`src/rtl/sbcg_pkg.sv`:
```
`timescale 1ns / 1ps
// ----------------------------------------------------------------------------
// sbcg_pkg
// Shared constants and types of the sprite blit command generator.
// ----------------------------------------------------------------------------
package sbcg_pkg;

	localparam int BUF_WIDTH        = 512;
	localparam int BUF_HEIGHT       = 256;
	localparam int FIRST_LINE       = 200;
	localparam int MAX_FRAME_HEIGHT = 40;

	localparam int IN_DATA_W  = 88;
	localparam int OUT_DATA_W = 104;
	localparam int CFG_DATA_W = 8;

	// controller states, one-hot
	typedef enum logic [3:0] {
		ST_IDLE = 4'b0001,
		ST_EVAL = 4'b0010,
		ST_PREP = 4'b0100,
		ST_EMIT = 4'b1000
	} state_t;

	typedef struct packed {
		logic load_in;
		logic eval;
		logic prep;
		logic emit;
	} cmd_t;

	typedef struct packed {
		logic reject;
		logic fits;
		logic last_row;
		logic out_free;
	} status_t;

endpackage

```
`src/rtl/sbcg_ctrl.sv`:
```
`timescale 1ns / 1ps
// ----------------------------------------------------------------------------
// sbcg_ctrl
// Sequencer: take a descriptor, evaluate it, drop it if rejected, else adjust the source if clipped and emit rows.
// ----------------------------------------------------------------------------
module sbcg_ctrl (
	input  logic             clk,
	input  logic             arst_n,
	input  logic             s_tvalid,
	output logic             s_tready,
	input  sbcg_pkg::status_t status,
	output sbcg_pkg::cmd_t    cmd
);
	import sbcg_pkg::*;

	state_t state_q;
	state_t state_d;

	assign s_tready = (state_q == ST_IDLE);

	always_comb begin
		cmd         = '0;
		state_d     = state_q;
		unique case (state_q)
			ST_IDLE: begin
				if (s_tvalid) begin
					cmd.load_in = 1'b1;
					state_d     = ST_EVAL;
				end
			end
			ST_EVAL: begin
				cmd.eval = 1'b1;
				priority if (status.reject) state_d = ST_IDLE;
				else if (status.fits) state_d = ST_EMIT;
				else state_d = ST_PREP;
			end
			ST_PREP: begin
				cmd.prep = 1'b1;
				state_d  = ST_EMIT;
			end
			ST_EMIT: begin
				if (status.out_free) begin
					cmd.emit = 1'b1;
					if (status.last_row) state_d = ST_IDLE;
				end
			end
			default: state_d = ST_IDLE;
		endcase
	end

	always_ff @(posedge clk or negedge arst_n) begin
		if (!arst_n) begin
			state_q <= ST_IDLE;
		end else begin
			state_q <= state_d;
		end
	end

endmodule

```
`src/rtl/sbcg_dp.sv`:
```
`timescale 1ns / 1ps
// ----------------------------------------------------------------------------
// sbcg_dp
// Datapath: descriptor registers, clipping, row address math, output word.
// ----------------------------------------------------------------------------
module sbcg_dp (
	input  logic                               clk,
	input  logic                               arst_n,
	input  logic                               cfg_valid,
	input  logic [sbcg_pkg::CFG_DATA_W-1:0]    cfg_data,
	input  logic [sbcg_pkg::IN_DATA_W-1:0]     s_tdata,
	output logic                               m_tvalid,
	input  logic                               m_tready,
	output logic [sbcg_pkg::OUT_DATA_W-1:0]    m_tdata,
	output logic                               m_tlast,
	output logic                               m_tuser,
	input  sbcg_pkg::cmd_t                     cmd,
	output sbcg_pkg::status_t                  status
);
	import sbcg_pkg::*;

	logic [7:0] base_page_q;

	// latched descriptor
	logic [7:0]         sp_q;
	logic [13:0]        so_q;
	logic [7:0]         flen_q;
	logic [5:0]         h_q;
	logic [7:0]         dx_q;
	logic [7:0]         dy_q;
	logic [7:0]         w_q;
	logic signed [10:0] px_q;
	logic signed [9:0]  py_q;

	// evaluated frame
	logic [8:0]  bx_q;
	logic [8:0]  line_q;
	logic [5:0]  rows_q;
	logic [7:0]  w1_q;
	logic [7:0]  w2_q;
	logic [13:0] prod_q;
	logic        inside_q;

	// output word
	logic        out_valid_q;
	logic [13:0] o_so_q, o_dofs_q, o_so2_q, o_dofs2_q;
	logic [7:0]  o_sp_q, o_dp_q, o_len_q, o_sp2_q, o_len2_q;
	logic [5:0]  o_rows_q;
	logic        o_has2_q, o_last_q;

	// evaluation logic
	logic [8:0]         bx;
	logic signed [10:0] by;
	logic [5:0]         hc;
	logic               neg_top;
	logic [5:0]         topcut;
	logic signed [9:0]  h_a;
	logic signed [9:0]  h_b;
	logic [8:0]         by0;
	logic [9:0]         rem;
	logic [7:0]         w1c, w1, w2d, w2;
	logic               fits;
	logic               reject;

	always_comb begin
		bx      = px_q[8:0] + {1'b0, dx_q};
		by      = 11'(py_q) + $signed({3'b000, dy_q});
		hc      = (h_q > 6'(MAX_FRAME_HEIGHT)) ? 6'(MAX_FRAME_HEIGHT) : h_q;
		neg_top = by < 0;
		topcut  = 6'(-by);
		h_a     = neg_top ? ($signed({4'b0000, hc}) + 10'(by)) : $signed({4'b0000, hc});
		by0     = neg_top ? 9'd0 : by[8:0];
		// clip the bottom edge
		if ($signed({1'b0, by0}) + h_a > 10'sd256) h_b = 10'sd256 - $signed({1'b0, by0});
		else h_b = h_a;
		rem     = 10'(BUF_WIDTH) - {1'b0, bx};
		w1c     = ({2'b00, w_q} <= rem) ? w_q : rem[7:0];
		w1      = {w1c[7:1], 1'b0};
		w2d     = w_q - w1;
		w2      = {w2d[7:1], 1'b0};
		fits    = !neg_top && ({2'b00, by[8:0]} + {4'b0000, hc} <= 11'(BUF_HEIGHT))
			&& ({1'b0, bx} + {2'b00, w_q} <= 10'(BUF_WIDTH)) && (by < 11'sd256);
		reject  = (w_q == 8'd0) || (h_q == 6'd0) || bx[0]
			|| (by <= -11'sd40) || (by >= 11'sd256)
			|| (!fits && ((h_b <= 10'sd0) || ((w1 == 8'd0) && (w2 == 8'd0))));
	end

	// row generation
	logic [13:0] ro;
	logic [7:0]  rp;
	logic [14:0] so2_sum, adv_sum, prep_sum;
	logic [7:0]  len1, len2;

	always_comb begin
		ro       = {line_q[4:0], 9'd0};
		rp       = base_page_q + {4'd0, line_q[8:5]};
		so2_sum  = {1'b0, so_q} + {7'd0, w1_q};
		adv_sum  = {1'b0, so_q} + {7'd0, w_q};
		prep_sum = {1'b0, so_q} + {1'b0, prod_q};
		len1     = {1'b0, w1_q[7:1]} - 8'd1;
		len2     = {1'b0, w2_q[7:1]} - 8'd1;
	end

	assign status.reject   = reject;
	assign status.fits     = fits;
	assign status.last_row = inside_q || (rows_q == 6'd1);
	assign status.out_free = !out_valid_q || m_tready;

	always_ff @(posedge clk or negedge arst_n) begin
		if (!arst_n) begin
			base_page_q <= '0;
			out_valid_q <= 1'b0;
		end else begin
			if (cfg_valid) base_page_q <= cfg_data;
			if (cmd.emit) out_valid_q <= 1'b1;
			else if (m_tready) out_valid_q <= 1'b0;
		end
	end

	always_ff @(posedge clk) begin
		if (cmd.load_in) begin
			sp_q   <= s_tdata[7:0];
			so_q   <= s_tdata[21:8];
			flen_q <= s_tdata[29:22];
			h_q    <= s_tdata[35:30];
			dx_q   <= s_tdata[43:36];
			dy_q   <= s_tdata[51:44];
			w_q    <= s_tdata[59:52];
			px_q   <= s_tdata[70:60];
			py_q   <= s_tdata[80:71];
		end
		if (cmd.eval) begin
			bx_q     <= bx;
			inside_q <= fits;
			line_q   <= (fits ? by[8:0] : by0) + 9'(FIRST_LINE);
			rows_q   <= fits ? hc : h_b[5:0];
			w1_q     <= w1;
			w2_q     <= w2;
			prod_q   <= neg_top ? ({8'd0, topcut} * {6'd0, w_q}) : 14'd0;
		end
		if (cmd.prep) begin
			so_q <= prep_sum[13:0];
			sp_q <= sp_q + {7'd0, prep_sum[14]};
		end
		if (cmd.emit) begin
			o_so_q   <= so_q;
			o_sp_q   <= sp_q;
			o_dp_q   <= rp;
			o_so2_q  <= '0;
			o_sp2_q  <= '0;
			o_dofs2_q <= '0;
			o_len2_q <= '0;
			o_has2_q <= 1'b0;
			if (inside_q) begin
				o_dofs_q <= ro + {5'd0, bx_q};
				o_len_q  <= flen_q;
				o_rows_q <= rows_q - 6'd1;
				o_last_q <= 1'b1;
			end else begin
				o_rows_q <= '0;
				o_last_q <= (rows_q == 6'd1);
				if (w1_q == 8'd0) begin
					// left piece empty: wrapped piece moves to the front
					o_dofs_q <= ro;
					o_len_q  <= len2;
				end else begin
					o_dofs_q <= ro + {5'd0, bx_q};
					o_len_q  <= len1;
					if (w2_q != 8'd0) begin
						o_has2_q  <= 1'b1;
						o_so2_q   <= so2_sum[13:0];
						o_sp2_q   <= sp_q + {7'd0, so2_sum[14]};
						o_dofs2_q <= ro;
						o_len2_q  <= len2;
					end
				end
				so_q   <= adv_sum[13:0];
				sp_q   <= sp_q + {7'd0, adv_sum[14]};
				rows_q <= rows_q - 6'd1;
				line_q <= line_q + 9'd1;
			end
		end
	end

	assign m_tvalid = out_valid_q;
	assign m_tlast  = o_last_q;
	assign m_tuser  = o_has2_q;
	assign m_tdata  = {2'b00, o_len2_q, o_dofs2_q, o_sp2_q, o_so2_q, o_rows_q,
		o_len_q, o_dp_q, o_dofs_q, o_sp_q, o_so_q};

endmodule

```
`src/rtl/sprite_blit_command_generator_unit.sv`:
```
`timescale 1ns / 1ps
// ----------------------------------------------------------------------------
// sprite_blit_command_generator_unit
// Turns a sprite frame descriptor and position into ring canvas copy commands.
// ----------------------------------------------------------------------------
//  channel | direction | contents
//  s_*     | in        | frame descriptor and position word
//  m_*     | out       | copy command word, tlast on final word of a frame
//  cfg_*   | in        | base page register write
//
//  accept and evaluate are separate states; a frame fully inside then gives
//  its one word, a clipped one passes a prep state that adjusts the source and
//  then gives one word per row, at most 40. rejected descriptors free the
//  input after evaluate; reset clears the sequencer, the output valid and
//  base_page. a stalled output holds its word and the next descriptor is
//  taken while the previous last word still waits.
module sprite_blit_command_generator_unit (
	input  logic                             clk,
	input  logic                             arst_n,
	input  logic                             s_tvalid,
	output logic                             s_tready,
	// frame_page, frame_offset, frame_len, frame_height, corner_dx, corner_dy,
	// frame_width, pos_x, pos_y, zero fill
	input  logic [sbcg_pkg::IN_DATA_W-1:0]   s_tdata,
	output logic                             m_tvalid,
	input  logic                             m_tready,
	// src_ofs, src_page, dst_ofs, dst_page, piece_len, row_count,
	// second_src_ofs, second_src_page, second_dst_ofs, second_len, zero fill
	output logic [sbcg_pkg::OUT_DATA_W-1:0]  m_tdata,
	// has_second
	output logic                             m_tuser,
	output logic                             m_tlast,
	input  logic                             cfg_valid,
	output logic                             cfg_ready,
	input  logic [sbcg_pkg::CFG_DATA_W-1:0]  cfg_data
);
	import sbcg_pkg::*;

	cmd_t    cmd;
	status_t status;

	assign cfg_ready = 1'b1;

	sbcg_ctrl u_ctrl (
		.clk      (clk),
		.arst_n   (arst_n),
		.s_tvalid (s_tvalid),
		.s_tready (s_tready),
		.status   (status),
		.cmd      (cmd)
	);

	sbcg_dp u_dp (
		.clk       (clk),
		.arst_n    (arst_n),
		.cfg_valid (cfg_valid),
		.cfg_data  (cfg_data),
		.s_tdata   (s_tdata),
		.m_tvalid  (m_tvalid),
		.m_tready  (m_tready),
		.m_tdata   (m_tdata),
		.m_tlast   (m_tlast),
		.m_tuser   (m_tuser),
		.cmd       (cmd),
		.status    (status)
	);

endmodule

```
`config.mk`:
```
export PLATFORM = sky130hd
export DESIGN_NAME = sprite_blit_command_generator_unit
export DESIGN_NICKNAME = d
export VERILOG_FILES = /design/src/rtl/sbcg_pkg.sv /design/src/rtl/sbcg_ctrl.sv /design/src/rtl/sbcg_dp.sv /design/src/rtl/sprite_blit_command_generator_unit.sv
export SDC_FILE = /design/constraint.sdc
export NUM_CORES = 1
export LEC_CHECK = 0
export ABC_AREA = 1
export BUFFER_PORTS_ARGS = -buffer_cell sky130_fd_sc_hd__buf_2
export CAP_MARGIN = 5
export CELL_PAD_IN_SITES_DETAIL_PLACEMENT = 0
export CELL_PAD_IN_SITES_GLOBAL_PLACEMENT = 1
export CORE_MARGIN = 1.5
export CORE_UTILIZATION = 48
export DETAILED_ROUTE_END_ITERATION = 6
export GPL_TIMING_DRIVEN = 0
export MAX_ROUTING_LAYER = met4
export PLACE_DENSITY_LB_ADDON = 0.1
export SETUP_SLACK_MARGIN = 0.15
export SYNTH_ARGS = -nofsm -noshare
export SYNTH_HDL_FRONTEND = slang
export SYNTH_SLANG_ARGS = --single-unit
```
`constraint.sdc`:
```
create_clock -name clk -period 8.8 [get_ports clk]
set_input_delay 1.76 -clock clk [delete_from_list [all_inputs] [get_ports clk]]
set_output_delay 1.76 -clock clk [all_outputs]
set_load 0.1 [all_outputs]
```
* After elaboration in Yosys (flattened, before gate mapping) *
Cells that the tools add are included.

word-level totals
  bits in registers = 249
  latch bits = 0
  bits in writable memories = 0
  bits in read-only memories = 0
  input bits = 101
  logic and storage cells = 141
  memories = 0

cells by class
  add/subtract/negate cells = 23
  $mul = 1
  div/mod/pow operators = 0
  magnitude comparators = 10
  eq/ne operators = 8
  shifts and indexed selects = 0
  mux-type cells = 40
  bitwise operators = 1
  reductions and logical operators = 26

operators with widths
  cell                                                                                    count
  14-bit 2-to-1 mux                                                                       6
  8-bit 2-to-1 mux                                                                        7
  9-bit 2-to-1 mux                                                                        5
  14-bit by 8-bit adder with 15-bit output                                                2
  6-bit 2-to-1 mux                                                                        5
  8-bit by 1-bit adder with 8-bit output                                                  3
  10-bit 2-to-1 mux                                                                       2
  4-bit 2-to-1 mux                                                                        5
  8-bit zero test                                                                         2
  4-bit case mux with 4 select lines                                                      1
  7-bit by 1-bit subtractor with 8-bit output (second input constant)                     2
  14-bit by 14-bit adder with 15-bit output                                               1
  14-bit by 9-bit adder with 14-bit output                                                1
  7-bit zero test                                                                         2
  6-bit by 8-bit multiplier with 14-bit output                                            1
  10-bit by 9-bit adder with 11-bit output                                                1
  11-bit by 10-bit greater-or-equal comparator with 1-bit output (second input constant)  1
  11-bit by 7-bit less-or-equal comparator with 1-bit output (second input constant)      1
  11-bit by 9-bit less-or-equal comparator with 1-bit output (second input constant)      1
  11-bit by 1-bit < comparator with 1-bit output (second input constant)                  1
  11-bit by 10-bit < comparator with 1-bit output (second input constant)                 1
  10-bit adder                                                                            1
  7-bit by 10-bit adder with 10-bit output                                                1
  9-bit by 6-bit adder with 10-bit output                                                 1
  32 further kinds                                                                        55

* Depth between registers and ports, before layout *
  depth in word-level cells = 13
  depth in mapped cells = 38

* Cells and area by module *
Synthesis repeated with hierarchy kept, for this count alone.

unflattened totals
  cell total of the unflattened synthesis = 1,835
  area, all modules = 15,750.1 um^2

by module, submodules not included
  module                              times used  cells each  area an instance (um^2)
  sbcg_dp                             1           1,797       15,501.1
  sbcg_ctrl                           1           36          237.7
  sprite_blit_command_generator_unit  1           2           11.3

* Least setup slack after synthesis *
No wires, ideal clock.

  path kind = in2reg
  start = input port m_tready
  end = register u_dp.sp_q[7]
  setup time = 0.119 ns
  arrival = 6.912 ns
  required time = 8.681 ns
  path slack = 1.769 ns
  stages = 8
  path buffers = 1
  path through = nor2_1 nor2_1 inv_1 nor2_1 inv_1 clkbuf_1 o31ai_1 inv_1

RTL lines
  element                 RTL line                                  text
  start: declaration      sprite_blit_command_generator_unit.sv:26  input logic m_tready,
  end signal: assignment  sbcg_dp.sv:122                            sp_q <= s_tdata[7:0];
  end signal: assignment  sbcg_dp.sv:143                            sp_q <= sp_q + {7'd0, prep_sum[14]};
  end signal: assignment  sbcg_dp.sv:178                            sp_q <= sp_q + {7'd0, adv_sum[14]};
  end: declaration        sbcg_dp.sv:25                             logic [7:0] sp_q;

* Worst setup path in the final report *
  start = register u_dp.py_q[0]
  end = register u_dp.prod_q[12] (data pin)

between the ends
  word-level cells in the longest chain between the ends = 3
  elaborated cells on any way between the ends = 4

RTL lines
  element                                       RTL line        text
  start: declaration                            sbcg_dp.sv:33   logic signed [9:0] py_q;
  start signal: assignment                      sbcg_dp.sv:130  py_q <= s_tdata[80:71];
  10-bit by 9-bit adder with 11-bit output *    sbcg_dp.sv:67   by = 11'(py_q) + $signed({3'b000, dy_q});
  6-bit negator                                 sbcg_dp.sv:70   topcut = 6'(-by);
  6-bit by 8-bit multiplier with 14-bit output  sbcg_dp.sv:139  prod_q <= neg_top ? ({8'd0, topcut} * {6'd0, w_q}) : 14'd0;
  end signal: assignment                        sbcg_dp.sv:139
  end: declaration                              sbcg_dp.sv:41   logic [13:0] prod_q;

Mark *: on every way between the ends. The rest lies on a longest branch, timed or not.
A chain may end at the register's enable or synchronous reset.

==> impl_results.md <==
- Syn-to-layout area delta: 15.8%
- Crit path kind: flop to flop
- Final core utilization: 56.3%
- Worst Skew: 25.1 ps
- Initial antenna violation count: 0
- Sink Count: 240
- CTS root buffer: clkbuf_16
- TritonRoute pass-1 iters: 5
- # resized after CTS: 0
- DP HPWL: 30100 um
- NumNets Final: 2321
- CP Capture Type: flop
- Total CTS buffers: 26
- Hold_sp: u_dp.sp_q[2]
- Vias/cell: 5.06
- Synth top area share: 36.2%
- Final Hold Viols: 0
- Final period util: 73.0%
- Status: complete, no violations
- Synthesis warning total: 0
- Layout cells sized above 1: 15.0%
- FF/Latch Area: 6770 um^2
- Synth cell types: 57
- Clock Latency Late Sink: 560 ps
- Crit-path max FO: 7
- RD Place Congestion: 0.877
- First-pass GRT wire length: 60600 um
- Synth area leader: edfxtp_1
- H-tree depth: 1
- Core ar.: 32500 um^2
- Detailed Route Iter0 Violations: 850
- Vias: 12.8k
- Final max-slew violation count: 0
- RSZ-0062 raised after global routing: no
- Post-route minimum period: 6420 ps
- WHS: 435 ps
- Final wirelength: 38300 um
- Sequential area share after synthesis: 42.9%
- Reg2reg start: u_dp.py_q[0]
- Largest net degree at the start of global routing: 67
- Die Span Y: 184 um
- Fill cell count: 2994
- Crit path DAT: 6820 ps
- Synth top area cells: edfxtp_1, ha_1, nand2_1
- Row Count: 66
- Worst-Margin Slew: 959 ps
- Critical Path RT: 9190 ps
- Final setup viols: 0
- CTS tree: yes
- HP Class: flop to flop
- Synth cell count leaders: nand2_1, inv_1, edfxtp_1, nor2_1, ha_1
- Remaining DRCs: 0
- Fmax: 156 MHz
- Clock tree buffer depth: 3
- Post-CTS Setup Inserts: 0
- Crit. Startpoint: u_dp.py_q[0]
- GRT Total Usage: 23.3%
- Async SR Flop Fraction: 5.42%
- Die area: 34000 um^2
- Cell with the most instances after synthesis: nand2_1
- Post-synth top flop: edfxtp_1
- I/O pins: 210
- Clock slew at reported path FFs: 60 ps
- Chip Width: 184 um
- Vias in the first global route: 12.0k
- Multi-input logic area: 7630 um^2
- Number of diodes: 0
- Seq cells post-synth: 240
- Post-Syn Area: 15800 um^2
- CP max stage cell: xor2_1
- Max Cap Viol: 0
- Startpoint types: flop
- Max stage delay on crit path: 590 ps
- Post-Synthesis Cells: 1838
- WL/cell: 15.1 um
- Global route overflow: 0
- Post-CTS Hold Buffers: 0
- Avg Inst Size Synth: 8.58 um^2
- Count of input and output buffers: 188
- Starting density of the core: 48.6%
- Slew headroom: 36.0%
- Post-synth EDFFs: 190
- TNS Setup: 0 ps
- Routed Antenna Nets: 0
## layout by cell type, fill, tap and decap left out, types with 41 or more instances in the layout
cell and n:
inv_1 301, ha_1 119, edfxtp_1 190, o21ai_0 96, nand3_1 82, a21oi_1 104, buf_2 191, xor2_1 41
nand2_1 348, nor2_1 189
## worst max-delay path: cells and delay by family (launching register included)
kind / cells / cell delay [ps]
buffers and inverters: 5 / 340
AND/OR/NAND/NOR: 8 / 900
adder cells (fa/ha/maj): 6 / 2620
flip-flops: 1 / 370
XOR/XNOR: 2 / 1040
AO/OA/AOI/OAI: 8 / 990
## logic make-up after synthesis
group / count (synthesis) / share of synthesized area, %
AO/OA/AOI/OAI: 285 / 10.4
XOR/XNOR: 59 / 3.37
adder cells (fa/ha/maj): 153 / 13.8
buffers and inverters: 363 / 8.95
flip-flops: 240 / 42.9
multiplexers: 4 / 0.286
other: 2 / 0.0476
AND/OR/NAND/NOR: 732 / 20.2
## area by class of cell
| class | count | area share [%] |
|---|---|---|
| Timing Repair Buffer | 191 | 5.48 |
| Clock inverter | 15 | 1.05 |
| Sequential cell | 240 | 37.1 |
| Tap cell | 442 | 3.03 |
| Multi-Input combinational cell | 1245 | 41.8 |
| Clock buffer | 33 | 3.82 |
| Buffer | 49 | 1.30 |
| Inverter | 314 | 6.45 |
## final timing paths
kind	end	slack, ps	cells after the start
max	u_dp.prod_q[12]	2380	29
min	u_dp.o_sp_q[2]	430	0
max reg2reg	u_dp.prod_q[12]	2380	29
min reg2reg	u_dp.o_sp_q[2]	430	0
max in group asynchronous	u_ctrl.state_q[0]	7410	1
min in group asynchronous	u_dp.base_page_q[6]	1090	1
## through the flow
step	worst slack, ps	std cells	area (um^2)
floorplan	1770	1848	15800
global placement	-234	2478	17300
detailed placement	2370	2481	17400
CTS	2360	2529	18300
global route	1790	2529	18300
finish	2380	2529	18300
## flip-flops by register name (all words and copies together), names as in the netlist, 7 cells and up
name and flops:
u_dp.o_len2_q 8, u_dp.py_q 10, u_dp.w_q 8, u_dp.sp_q 8, u_dp.o_dofs_q 14, u_dp.base_page_q 8
u_dp.bx_q 9, u_dp.line_q 9, u_dp.flen_q 8, u_dp.dx_q 8, u_dp.o_so_q 14, u_dp.prod_q 14
u_dp.px_q 9, u_dp.o_so2_q 14, u_dp.so_q 14, u_dp.dy_q 8, u_dp.o_len_q 8, u_dp.o_dp_q 8
u_dp.w2_q 7, u_dp.o_sp2_q 8, u_dp.o_sp_q 8, u_dp.w1_q 7
## layer usage
metal / share of wire [%] / track usage [%] / vias to the layer above / routed length, um
met1: 47 / 31.5 / 5875 / 18100
met2: 45 / 37.4 / 340 / 17300
met3: 4.8 / 2.59 / 59 / 1850
met4: 2.7 / 6.49 / 0 / 1050
li1: - / - / 6520 / -
met5: 0 / - / - / 0
Power is not shown: default switching activity piles up to over one toggle a cycle in this logic, so the estimate is an artifact.
